**src/rtl/core/rwla_pkg.sv**
```systemverilog
// Package for the reader/writer lock arbiter: sizes, command codes and the
// command and result records passed between the front and back ends.
// No dependencies.
`timescale 1ns / 1ps

package rwla_pkg;

  localparam int unsigned IdW        = 4;
  localparam int unsigned QueueDepth = 16;
  localparam int unsigned QPtrW      = $clog2(QueueDepth);
  localparam int unsigned FillW      = $clog2(QueueDepth + 1);
  localparam int unsigned CountW     = 5;
  localparam int unsigned CountMax   = (1 << CountW) - 1;
  localparam int unsigned MaxResults = 16;
  localparam int unsigned BurstW     = $clog2(MaxResults + 1);
  localparam int unsigned CmdDepth   = 2;

  typedef enum logic [1:0] {
    FuncStartRead  = 2'd0,
    FuncEndRead    = 2'd1,
    FuncStartWrite = 2'd2,
    FuncEndWrite   = 2'd3
  } func_e;

  typedef struct packed {
    func_e            func;
    logic [IdW-1:0]   id;
  } cmd_t;

  typedef struct packed {
    logic [IdW-1:0]    grant_id;
    logic              grant_is_write;
    logic              refused;
    logic [CountW-1:0] readers_active;
    logic              last;
  } result_t;

endpackage

```
**src/rtl/core/rwla_wait_queue.sv**
```systemverilog
// Circular wait queue of requester ids with a fill count.
// Depends on rwla_pkg.
`timescale 1ns / 1ps

module rwla_wait_queue
  import rwla_pkg::*;
(
  input  logic             clk_i,
  input  logic             rst_ni,
  input  logic             push_i,
  input  logic [IdW-1:0]   push_id_i,
  input  logic             pop_i,
  output logic [IdW-1:0]   head_id_o,
  output logic [FillW-1:0] fill_o,
  output logic             full_o
);

  logic [IdW-1:0]   mem_q [QueueDepth];
  logic [QPtrW-1:0] head_q, head_d;
  logic [QPtrW-1:0] tail_q, tail_d;
  logic [FillW-1:0] fill_q, fill_d;

  function automatic logic [QPtrW-1:0] ptr_next(input logic [QPtrW-1:0] p);
    if (p == QPtrW'(QueueDepth - 1)) begin
      return '0;
    end
    return p + QPtrW'(1);
  endfunction

  always_comb begin
    head_d = pop_i ? ptr_next(head_q) : head_q;
    tail_d = push_i ? ptr_next(tail_q) : tail_q;
    fill_d = fill_q;
    if (push_i && !pop_i) begin
      fill_d = fill_q + FillW'(1);
    end else if (pop_i && !push_i) begin
      fill_d = fill_q - FillW'(1);
    end
  end

  always_ff @(posedge clk_i or negedge rst_ni) begin
    if (!rst_ni) begin
      head_q <= '0;
      tail_q <= '0;
      fill_q <= '0;
    end else begin
      head_q <= head_d;
      tail_q <= tail_d;
      fill_q <= fill_d;
    end
  end

  always_ff @(posedge clk_i) begin
    if (push_i) begin
      mem_q[tail_q] <= push_id_i;
    end
  end

  assign head_id_o = mem_q[head_q];
  assign fill_o    = fill_q;
  assign full_o    = (fill_q == FillW'(QueueDepth));

endmodule

```
**src/rtl/core/rwla_front.sv**
```systemverilog
// Front end: takes requests from the input stream, decodes the command and
// holds them in a short command queue for the back end. Depends on rwla_pkg.
`timescale 1ns / 1ps

module rwla_front
  import rwla_pkg::*;
(
  input  logic           clk_i,
  input  logic           rst_ni,
  input  logic           in_valid_i,
  output logic           in_ready_o,
  input  logic [1:0]     in_func_i,
  input  logic [IdW-1:0] in_id_i,
  output logic           cmd_valid_o,
  output cmd_t           cmd_o,
  input  logic           cmd_take_i
);

  localparam int unsigned CPtrW = $clog2(CmdDepth);
  localparam int unsigned CCntW = $clog2(CmdDepth + 1);

  cmd_t             buf_q [CmdDepth];
  logic [CPtrW-1:0] rd_q, rd_d;
  logic [CPtrW-1:0] wr_q, wr_d;
  logic [CCntW-1:0] cnt_q, cnt_d;
  logic             push, pop;
  cmd_t             in_cmd;

  function automatic logic [CPtrW-1:0] cptr_next(input logic [CPtrW-1:0] p);
    if (p == CPtrW'(CmdDepth - 1)) begin
      return '0;
    end
    return p + CPtrW'(1);
  endfunction

  assign in_ready_o  = (cnt_q != CCntW'(CmdDepth));
  assign push        = in_valid_i && in_ready_o;
  assign cmd_valid_o = (cnt_q != '0);
  assign pop         = cmd_take_i && cmd_valid_o;
  assign cmd_o       = buf_q[rd_q];

  always_comb begin
    in_cmd.func = func_e'(in_func_i);
    in_cmd.id   = in_id_i;
  end

  always_comb begin
    rd_d  = pop ? cptr_next(rd_q) : rd_q;
    wr_d  = push ? cptr_next(wr_q) : wr_q;
    cnt_d = cnt_q;
    if (push && !pop) begin
      cnt_d = cnt_q + CCntW'(1);
    end else if (pop && !push) begin
      cnt_d = cnt_q - CCntW'(1);
    end
  end

  always_ff @(posedge clk_i or negedge rst_ni) begin
    if (!rst_ni) begin
      rd_q  <= '0;
      wr_q  <= '0;
      cnt_q <= '0;
    end else begin
      rd_q  <= rd_d;
      wr_q  <= wr_d;
      cnt_q <= cnt_d;
    end
  end

  always_ff @(posedge clk_i) begin
    if (push) begin
      buf_q[wr_q] <= in_cmd;
    end
  end

endmodule

```
**src/rtl/core/rwla_back.sv**
```systemverilog
// Back end: lock state, the reader and writer wait queues, the grant
// sequencer and the output register. Depends on rwla_pkg, rwla_wait_queue.
`timescale 1ns / 1ps

module rwla_back
  import rwla_pkg::*;
(
  input  logic    clk_i,
  input  logic    rst_ni,
  input  logic    cmd_valid_i,
  input  cmd_t    cmd_i,
  output logic    cmd_take_o,
  output logic    out_valid_o,
  input  logic    out_ready_i,
  output result_t out_o
);

  localparam logic StIdle  = 1'b0;
  localparam logic StDrain = 1'b1;

  logic              state_q, state_d;
  logic              writer_active_q, writer_active_d;
  logic [CountW-1:0] reader_count_q, reader_count_d;
  logic [BurstW-1:0] burst_q, burst_d;
  logic [BurstW-1:0] burst_inc;
  logic [CountW-1:0] count_inc;
  logic              out_valid_q, out_valid_d;
  result_t           out_q, out_d;
  logic              slot_free;
  logic              emit;
  result_t           item;

  logic              rq_push, rq_pop, rq_full;
  logic [IdW-1:0]    rq_head;
  logic [FillW-1:0]  rq_fill;
  logic              wq_push, wq_pop, wq_full;
  logic [IdW-1:0]    wq_head;
  logic [FillW-1:0]  wq_fill;

  rwla_wait_queue u_reader_queue (
    .clk_i     (clk_i),
    .rst_ni    (rst_ni),
    .push_i    (rq_push),
    .push_id_i (cmd_i.id),
    .pop_i     (rq_pop),
    .head_id_o (rq_head),
    .fill_o    (rq_fill),
    .full_o    (rq_full)
  );

  rwla_wait_queue u_writer_queue (
    .clk_i     (clk_i),
    .rst_ni    (rst_ni),
    .push_i    (wq_push),
    .push_id_i (cmd_i.id),
    .pop_i     (wq_pop),
    .head_id_o (wq_head),
    .fill_o    (wq_fill),
    .full_o    (wq_full)
  );

  // The output register is free when empty or being emptied this cycle.
  assign slot_free = !out_valid_q || out_ready_i;
  assign count_inc = (reader_count_q == CountW'(CountMax)) ? reader_count_q
                                                           : reader_count_q + CountW'(1);
  assign burst_inc = burst_q + BurstW'(1);

  always_comb begin
    state_d         = state_q;
    writer_active_d = writer_active_q;
    reader_count_d  = reader_count_q;
    burst_d         = burst_q;
    cmd_take_o      = 1'b0;
    rq_push         = 1'b0;
    rq_pop          = 1'b0;
    wq_push         = 1'b0;
    wq_pop          = 1'b0;
    emit            = 1'b0;
    item            = '{grant_id: cmd_i.id, grant_is_write: 1'b0, refused: 1'b0,
                        readers_active: reader_count_q, last: 1'b1};

    unique case (state_q)
      StIdle: begin
        if (cmd_valid_i && slot_free) begin
          cmd_take_o = 1'b1;
          unique case (cmd_i.func)
            FuncStartRead: begin
              if (writer_active_q) begin
                if (rq_full) begin
                  emit         = 1'b1;
                  item.refused = 1'b1;
                end else begin
                  rq_push = 1'b1;
                end
              end else begin
                // Grant the requester, then hand on to any queued readers.
                reader_count_d      = count_inc;
                emit                = 1'b1;
                item.readers_active = count_inc;
                item.last           = (rq_fill == '0);
                if (rq_fill != '0) begin
                  state_d = StDrain;
                  burst_d = BurstW'(1);
                end
              end
            end
            FuncEndRead: begin
              if (reader_count_q != '0) begin
                reader_count_d = reader_count_q - CountW'(1);
                if (reader_count_q == CountW'(1) && !writer_active_q && wq_fill != '0) begin
                  wq_pop              = 1'b1;
                  writer_active_d     = 1'b1;
                  emit                = 1'b1;
                  item.grant_id       = wq_head;
                  item.grant_is_write = 1'b1;
                  item.readers_active = '0;
                end
              end
            end
            FuncStartWrite: begin
              item.grant_is_write = 1'b1;
              if (writer_active_q || reader_count_q != '0) begin
                if (wq_full) begin
                  emit         = 1'b1;
                  item.refused = 1'b1;
                end else begin
                  wq_push = 1'b1;
                end
              end else begin
                writer_active_d = 1'b1;
                emit            = 1'b1;
              end
            end
            FuncEndWrite: begin
              if (writer_active_q) begin
                writer_active_d = 1'b0;
                if (rq_fill != '0) begin
                  state_d = StDrain;
                  burst_d = '0;
                end else if (wq_fill != '0) begin
                  wq_pop              = 1'b1;
                  writer_active_d     = 1'b1;
                  emit                = 1'b1;
                  item.grant_id       = wq_head;
                  item.grant_is_write = 1'b1;
                end
              end
            end
            default: begin
            end
          endcase
        end
      end
      StDrain: begin
        // One queued reader is granted per cycle while the output register is free, until the queue
        // is empty or the burst reaches its limit; the rest wait for a read grant or a write release.
        if (slot_free) begin
          rq_pop              = 1'b1;
          reader_count_d      = count_inc;
          burst_d             = burst_inc;
          emit                = 1'b1;
          item.grant_id       = rq_head;
          item.readers_active = count_inc;
          item.last           = (rq_fill == FillW'(1)) || (burst_inc == BurstW'(MaxResults));
          if (item.last) begin
            state_d = StIdle;
          end
        end
      end
      default: begin
        state_d = StIdle;
      end
    endcase
  end

  always_comb begin
    out_valid_d = out_valid_q;
    out_d       = out_q;
    if (emit) begin
      out_valid_d = 1'b1;
      out_d       = item;
    end else if (out_ready_i) begin
      out_valid_d = 1'b0;
    end
  end

  always_ff @(posedge clk_i or negedge rst_ni) begin
    if (!rst_ni) begin
      state_q         <= StIdle;
      writer_active_q <= 1'b0;
      reader_count_q  <= '0;
      burst_q         <= '0;
      out_valid_q     <= 1'b0;
    end else begin
      state_q         <= state_d;
      writer_active_q <= writer_active_d;
      reader_count_q  <= reader_count_d;
      burst_q         <= burst_d;
      out_valid_q     <= out_valid_d;
    end
  end

  always_ff @(posedge clk_i) begin
    out_q <= out_d;
  end

  assign out_valid_o = out_valid_q;
  assign out_o       = out_q;

endmodule

```
**src/rtl/core/reader_writer_lock_arbiter.sv**
```systemverilog
// Reader-priority readers/writer lock arbiter with FIFO wait queues.
// Requests wait in the front command queue, then the back end registers their results.
// Throughput: the back end executes one command per cycle while the output is accepted and
// no burst is running; a reader burst grants its queued readers one by one through the single
// reader-queue pop port (a writer release that finds readers queued grants nothing itself; they follow it).
// Reset: asynchronous, active low; lock free, all queues and the output empty.
`timescale 1ns / 1ps

module reader_writer_lock_arbiter
  import rwla_pkg::*;
(
  input  logic        clk_i,
  input  logic        rst_ni,
  input  logic        s_axis_tvalid,
  output logic        s_axis_tready,
  input  logic [7:0]  s_axis_tdata,   // [3:0] requester, [7:4] zero
  input  logic [1:0]  s_axis_tuser,   // [1:0] func
  output logic        m_axis_tvalid,
  input  logic        m_axis_tready,
  output logic [15:0] m_axis_tdata,   // [3:0] grant_id, [8:4] readers_active, [15:9] zero
  output logic [1:0]  m_axis_tuser,   // [0] grant_is_write, [1] refused
  output logic        m_axis_tlast
);

  logic    cmd_valid;
  logic    cmd_take;
  cmd_t    cmd;
  result_t res;

  rwla_front u_front (
    .clk_i       (clk_i),
    .rst_ni      (rst_ni),
    .in_valid_i  (s_axis_tvalid),
    .in_ready_o  (s_axis_tready),
    .in_func_i   (s_axis_tuser),
    .in_id_i     (s_axis_tdata[IdW-1:0]),
    .cmd_valid_o (cmd_valid),
    .cmd_o       (cmd),
    .cmd_take_i  (cmd_take)
  );

  rwla_back u_back (
    .clk_i       (clk_i),
    .rst_ni      (rst_ni),
    .cmd_valid_i (cmd_valid),
    .cmd_i       (cmd),
    .cmd_take_o  (cmd_take),
    .out_valid_o (m_axis_tvalid),
    .out_ready_i (m_axis_tready),
    .out_o       (res)
  );

  assign m_axis_tdata = {7'd0, res.readers_active, res.grant_id};
  assign m_axis_tuser = {res.refused, res.grant_is_write};
  assign m_axis_tlast = res.last;

endmodule

```
**config.mk**
```make
export PLATFORM = sky130hd
export DESIGN_NAME = reader_writer_lock_arbiter
export DESIGN_NICKNAME = d
export VERILOG_FILES = /design/src/rtl/core/rwla_pkg.sv /design/src/rtl/core/rwla_wait_queue.sv /design/src/rtl/core/rwla_front.sv /design/src/rtl/core/rwla_back.sv /design/src/rtl/core/reader_writer_lock_arbiter.sv
export SDC_FILE = /design/constraint.sdc
export NUM_CORES = 1
export LEC_CHECK = 0
export BUFFER_PORTS_ARGS = -buffer_cell sky130_fd_sc_hd__buf_2
export CELL_PAD_IN_SITES_DETAIL_PLACEMENT = 0
export CELL_PAD_IN_SITES_GLOBAL_PLACEMENT = 1
export CORE_AREA = 2 2 143 145
export CTS_BUF_LIST = sky130_fd_sc_hd__clkbuf_8 sky130_fd_sc_hd__clkbuf_16
export DETAILED_ROUTE_END_ITERATION = 7
export DIE_AREA = 0 0 145 147
export PLACE_DENSITY_LB_ADDON = 0.12
export RECOVER_POWER = 25
export SLEW_MARGIN = 15
export SYNTH_ARGS = -nofsm -noshare
export SYNTH_HDL_FRONTEND = slang
export SYNTH_SLANG_ARGS = --single-unit
```
**constraint.sdc**
```tcl
create_clock -name clk_i -period 3.4 [get_ports clk_i]
set_input_delay 0.17 -clock clk_i [delete_from_list [all_inputs] [get_ports clk_i]]
set_output_delay 0.17 -clock clk_i [all_outputs]
set_load 0.02 [all_outputs]
```
Yosys cells after proc, flatten, opt, wreduce, memory -nomap -nowiden --
Memory sizes are Yosys's and may differ from the RTL's. Index checks and enable logic that the tools add are counted.
Storage, ports and cells: bits in registers 55, bits in writable memories 140, input bits 14, output and inout port bits 21, logic and storage cells 210, memories kept 3
Operators by class: $add $sub $neg 15, eq/ne operators 26, multiplexer cells 108, bitwise gates (word level) 2, reductions and logical operators 37
Memory list:
- u_back.u_reader_queue.mem_q | words 16, width 4, rd ports 1, clocked after Yosys merged registers in 0, write ports 1, line rwla_wait_queue.sv:18 | logic [IdW-1:0] mem_q [QueueDepth];
- u_back.u_writer_queue.mem_q | words 16, width 4, rd ports 1, clocked after Yosys merged registers in 0, write ports 1, line rwla_wait_queue.sv:18
- u_front.buf_q | words 2, width 6, rd ports 1, clocked after Yosys merged registers in 0, write ports 1, line rwla_front.sv:22 | cmd_t buf_q [CmdDepth];
Operators with widths (count):
- 2-to-1 mux 5 bit | 22
- 2-to-1 mux 1 bit | 56
- one-hot mux 5 bit (2 select lines) | 5
- 2-to-1 mux 4 bit | 9
- adder 5 x 1 -> 5 bit, second input constant | 4
- == test 5 bit, second input constant | 4
- adder 4 x 1 -> 4 bit, second input constant | 4
- == test 4 bit, second input constant | 4
- one-hot mux 4 bit (2 select lines) | 2
- nonzero test 5 bit | 3
- subtractor 5 x 1 -> 5 bit, second input constant | 3
- 2-to-1 mux 12 bit | 1
- 2-to-1 mux 6 bit | 2
- inequality test 3 x 2 -> 1 bit, second input constant | 4
- one-hot mux 6 bit (2 select lines) | 1
- logical AND 1 bit | 11
- == test 5 x 1 -> 1 bit, second input constant | 2
- one-hot mux 1 bit (2 select lines) | 5
- nonzero test 2 bit | 5
- inequality test 3 bit, second input constant | 3
- logical NOT 1 bit | 8
- AND reduction 7 bit | 1
- inequality test 2 x 1 -> 1 bit, second input constant | 3
- inequality test 2 bit, second input constant | 3
- other kinds (16) | 23

Logic depth before layout (Yosys ltp) --
depth in word-level cells 11, depth in mapped cells 16, mapped depth without buffers 14

Hierarchy --
Synthesis repeated with hierarchy kept, for this count alone.
Second synthesis, totals: cells, all modules 662, area total of the unflattened synthesis 9168.8 µm²
By module, submodules not included:
- rwla_wait_queue at u_back.u_reader_queue | instances 1, cells each 212, area an instance 3311.9 µm², seq. area each 2247.2 µm²
- rwla_wait_queue at u_back.u_writer_queue | instances 1, cells each 202, area an instance 3268.1 µm², seq. area each 2247.2 µm²
- rwla_back | instances 1, cells each 203, area an instance 1888.1 µm², seq. area each 685.7 µm²
- rwla_front | instances 1, cells each 37, area an instance 644.4 µm², seq. area each 460.4 µm²
- reader_writer_lock_arbiter | instances 1, cells each 8, area an instance 56.3 µm², seq. area each 0.0 µm²

Least setup slack after synthesis --
No wires, ideal clock.
path type register to register, from reg u_front.rd_q, to reg u_back.u_writer_queue.fill_q[4], in the netlist u_back.u_writer_queue.fill_o[4], setup time 125 ps, arrival 3204 ps, data required time 3275 ps, setup slack 71 ps, stages on the path, launching flop included 16, buffers on the path 2, clock period less this slack 3329 ps, cell sequence dfrtp_1 -> clkbuf_1 -> mux2i_1 -> ha_1 -> clkbuf_2 -> nand3_1 -> a211oi_4 -> inv_1 -> ha_1 -> inv_1 -> ha_1 -> a21o_1 -> a21oi_1 -> xnor2_1 -> nor2_1 -> xor2_1
Between the ends: cells in the longest elaborated chain, start to end 8, elaborated cells between the ends (all ways) 16, those cells by class eq/ne: 3; mux: 7; reduce/logical: 5; memory: 1
RTL lines:
- start, declared | line rwla_front.sv:23 | logic [CPtrW-1:0] rd_q, rd_d;
- start signal, assigned | line rwla_front.sv:64 | rd_q <= rd_d;
- memory (2 x 6 bit) *
- == test 2 bit or == test 2 x 1 -> 1 bit (tied branches) | line rwla_back.sv:86 | unique case (cmd_i.func)
- one-hot mux 1 bit (2 select lines) or 2-to-1 mux 1 bit (tied branches) | line rwla_back.sv:86
- 2-to-1 mux 1 bit | line rwla_back.sv:84 | if (cmd_valid_i && slot_free) begin
- 2-to-1 mux 1 bit | line rwla_back.sv:82 | unique case (state_q)
- logical NOT 1 bit, on equally long branches | line rwla_wait_queue.sv:34, rwla_wait_queue.sv:36
- logical AND 1 bit, on equally long branches | line rwla_wait_queue.sv:34, rwla_wait_queue.sv:36
- 2-to-1 mux 5 bit or nonzero test 2 bit (tied branches)
- end signal, assigned | line rwla_wait_queue.sv:49 | fill_q <= fill_d;
- end, declared | line rwla_wait_queue.sv:21 | logic [FillW-1:0] fill_q, fill_d;
Every way passes the cells marked *; elsewhere a longest branch is shown, timed or not. A chain may end at the register's enable or synchronous reset.

Worst setup path in the final report --
from reg u_back.reader_count_q[1], to reg u_back.u_writer_queue.fill_q[4], in the netlist u_back.u_writer_queue.fill_o[4]
Between the ends: cells in the longest elaborated chain, start to end 11, elaborated cells between the ends (all ways) 20, those cells by class eq/ne: 1; mux: 10; reduce/logical: 9
RTL lines:
- start, declared | line rwla_back.sv:23 | logic [CountW-1:0] reader_count_q, reader_count_d;
- start signal, assigned | line rwla_back.sv:197 | reader_count_q <= reader_count_d;
- == test 5 x 1 -> 1 bit | line rwla_back.sv:110 | if (reader_count_q == CountW'(1) && !writer_active_q && wq_fill != '0) begin
- logical AND 1 bit (2 in a row) | line rwla_back.sv:110
- 2-to-1 mux 1 bit | line rwla_back.sv:110
- 2-to-1 mux 1 bit | line rwla_back.sv:108 | if (reader_count_q != '0) begin
- one-hot mux 1 bit (2 select lines) | line rwla_back.sv:86
- 2-to-1 mux 1 bit | line rwla_back.sv:84
- 2-to-1 mux 1 bit | line rwla_back.sv:82
- logical NOT 1 bit | line rwla_wait_queue.sv:34 | if (push_i && !pop_i) begin
- logical AND 1 bit | line rwla_wait_queue.sv:34
- 2-to-1 mux 5 bit or nonzero test 2 bit (tied branches)
Parallel ways exist; a longest one is shown, timed or not.

==> run_results.csv <==
group,metric,value,unit
grt,grt.busiest_layer,"met2",
synth,synth_edf_count,152,
critical_path,worst_r2r_startpoint,"u_back.reader_count_q[1]",
timing,finalSetupViolCount,0,
synth,syn_avg_cell_area,14.4,um^2
final_layout,finalNetCount,715,
critical_path,crit_type,"reg2reg",
critical_path,cp-start-kind,"register",
worst_hold_path,holdPathStages,3,
critical_path,crit_arrival,3430,ps
timing,period_needed,3120,ps
critical_path,r2r_cells,13,
die,start_util,45.8,%
routing,drt_wl_total,17.9,mm
synth,syn_area,9090,um^2
routing,drc,0,
synth,synth.ff_latch_count,195,
status,violations,"max-capacitance violations, max-slew violations",
clock_network,cts_buffers,17,
die,io_pins,35,
timing,worst_pin_slew,1560,ps
placement,hpwl,12.5,mm
timing,grt_setup_unrepaired,"no",
power_and_ir_drop,p_per_area,830,nW/um^2
die,die_width,145,um
routing,drt_iter0_drc,342,
timing,tns,0,ps
clock_network,htree_levels,4,
synth,yosys_most_used_dff,"edfxtp_1",
critical_path,critPathMaxFanout,5,
final_layout,diodes,0,
routing,drt-pass1-iter-count,5,
synth,synth_cells,629,
grt,grt_pass1_wl,29.6,mm
die,fp-row-count,52,
clock_network,max-clock-path-buffers,2,
clock_network,clk_latency,430,ps
placement,place_congestion,0.865,
timing,min_period_over_period,91.9,%
timing,slew_viol_final,28,
power_and_ir_drop,irDropWorstVdd,348,uV
clock_network,cts_root_buf,"clkbuf_16",
routing,vias,5173,
clock_network,clk_pin_slew,70,ps
worst_hold_path,hp-class,"in2reg",
placement,portBuffers,23,
status,status,"finished with violations",
timing,fin_skew,8.35,ps
critical_path,crit_path_end_kind,"register",
grt,antenna_found_initial,0,
synth,async_reset_ff_share,22.1,%
grt,grt_pass1_vias,5296,
timing,finalHoldViolations,0,
die,design.core.area,19800,um^2
synth,ys_types,78,
clock_network,cts.sinks,195,
clock_network,post_cts_buffers,0,
final_layout,area_growth,12.0,%
timing,relSlewSlack,-3.90,%
routing,final_antenna_net_count,0,
die,die-area,21300,um^2
critical_path,reg2reg_slack,280,ps
critical_path,crit_start,"u_back.reader_count_q[1]",
critical_path,crit_required,3710,ps
synth,seq_area_frac_synth,62.1,%
grt,grt_usage,18.0,%
grt,grtUsageMet1,25.8,%
timing,clock.fmax,0.320,GHz
critical_path,timing.rr.end,"u_back.u_writer_queue.fill_o[4]",
final_layout,drive_above_1_share,17.3,%
clock_network,cts_tree,"done",
routing,detail_route.wl_per_cell,18.8,um
grt,grt_max_degree,34,
die,die_y,147,um
grt,overflow,0,
run,cap_violations,1,
final_layout,post-route-util,51.3,%
grt,met2_usage,28.5,%
synth,yosys_warnings,0,
routing,viasPerCell,5.43,
critical_path,crit_path_end,"u_back.u_writer_queue.fill_o[4]",
grt,use_met3,3.23,%
power_and_ir_drop,power_leakage,3.57,nW
## repair_timing
action,in CTS,in global routing
gates resized for setup,0,2
endpoints found under the setup margin,0,1
endpoints found under the hold margin,38,0
hold buffers,7,0
## worst min path at each step
stage	endpoint	slack, ps	startpoint
2_1_floorplan	u_back.burst_q[0]	-130	rst_ni
5_1_grt	u_front.wr_q	100	s_axis_tvalid
4_1_cts	u_front.wr_q	60	s_axis_tvalid
3_5_place_dp	u_back.reader_count_q[3]	250	rst_ni
6_report	u_front.wr_q	80	s_axis_tvalid
3_3_place_gp	u_back.reader_count_q[3]	240	rst_ni
## routing by layer
metal / wire (um) / vias up
li1: - / 2455
met1: 8630 / 2604
met2: 8510 / 95
met3: 512 / 19
met4: 231 / 0
met5: 0 / -
## where the power goes
group | internal [mW] | switching (mW)
sequential | 3.16 | 0.464
combinational | 1.17 | 1.59
clock | 1.17 | 0.892
## sequential cells by signal (all words and copies together) (netlist names)
register,flops
u_back.u_reader_queue.mem_q,64
u_back.u_writer_queue.mem_q,64
u_back.out_o,12
u_front.buf_q,12
u_back.burst_q,5
u_back.reader_count_q,5
u_back.u_reader_queue.fill_o,5
u_back.u_writer_queue.fill_o,5
u_back.u_reader_queue.head_q,4
u_back.u_reader_queue.tail_q,4
u_back.u_writer_queue.head_q,4
u_back.u_writer_queue.tail_q,4
u_front.cnt_q,2
u_back.out_valid_o,1
u_back.state_q,1
u_back.writer_active_q,1
u_front.rd_q,1
u_front.wr_q,1
## synth_stat cells, drive strengths merged, types with 17 or more instances
cell | n | area [um^2]
mux4 | 30 | 676
buf | 25 | 158
o21ai | 24 | 124
nand3 | 21 | 110
inv | 26 | 97.6
dfrtp | 43 | 1080
edfxtp | 152 | 4560
a21oi | 17 | 85.1
nand2 | 40 | 150
nor2 | 33 | 126
ha | 30 | 375
## cell families after synthesis
kind of cell             after synthesis  synth area share, %
flip-flops                           195                 62.1
AND/OR/NAND/NOR                      158                 9.39
AO/OA/AOI/OAI                        100                 7.70
buffers and inverters                 62                 3.29
multiplexers                          59                 10.9
adder cells (fa/ha/maj)               31                 4.35
XOR/XNOR                              23                 2.22
other                                  1               0.0413
## cell usage in the layout, fill, tap and decap left out, drive strengths merged, types with 21 or more instances in the layout
master / instances
nand2: 40
clkbuf: 39
nor2: 33
buf: 22
edfxtp: 152
dfrtp: 43
inv: 32
ha: 30
o21ai: 24
nand3: 21
mux4: 30
## worst max-delay path: stages (launching register included)
cell     delay, ps
dfrtp_1        380
inv_1          140
ha_1           230
or4b_1         540
o21ai_2        230
nor3_1         110
ha_1           240
inv_1          150
ha_1           290
a21o_1         190
a21oi_1        190
xnor2_1        130
nor2_1          60
xor2_1         140
## area by class of cell
| type | count | area (um^2) |
|---|---|---|
| fillers | 1725 | 9670 |
| well taps | 270 | 338 |
| multi-input cells | 378 | 3180 |
| repair buffers | 51 | 309 |
| clock buffers | 17 | 425 |
| inverters | 27 | 103 |
| clock inverters | 15 | 181 |
| flip-flops and latches | 195 | 5640 |
## metrics by stage
| stage | std cells | worst slack [ps] | instance area, um^2 | hold slack (ps) | total power, mW |
|---|---|---|---|---|---|
| 2_1_floorplan | 635 | 70.9 | 9110 | -126 | 5.64 |
| 3_3_place_gp | 914 | 333 | 9520 | 241 | 6.40 |
| 3_5_place_dp | 914 | 278 | 9520 | 249 | 6.47 |
| 4_1_cts | 953 | 233 | 10200 | 62.4 | 8.55 |
| 5_1_grt | 953 | 29.7 | 10200 | 96.0 | 9.00 |
| 6_report | 953 | 277 | 10200 | 84.1 | 8.44 |
No activity file was read; power rests on OpenSTA's default activity.
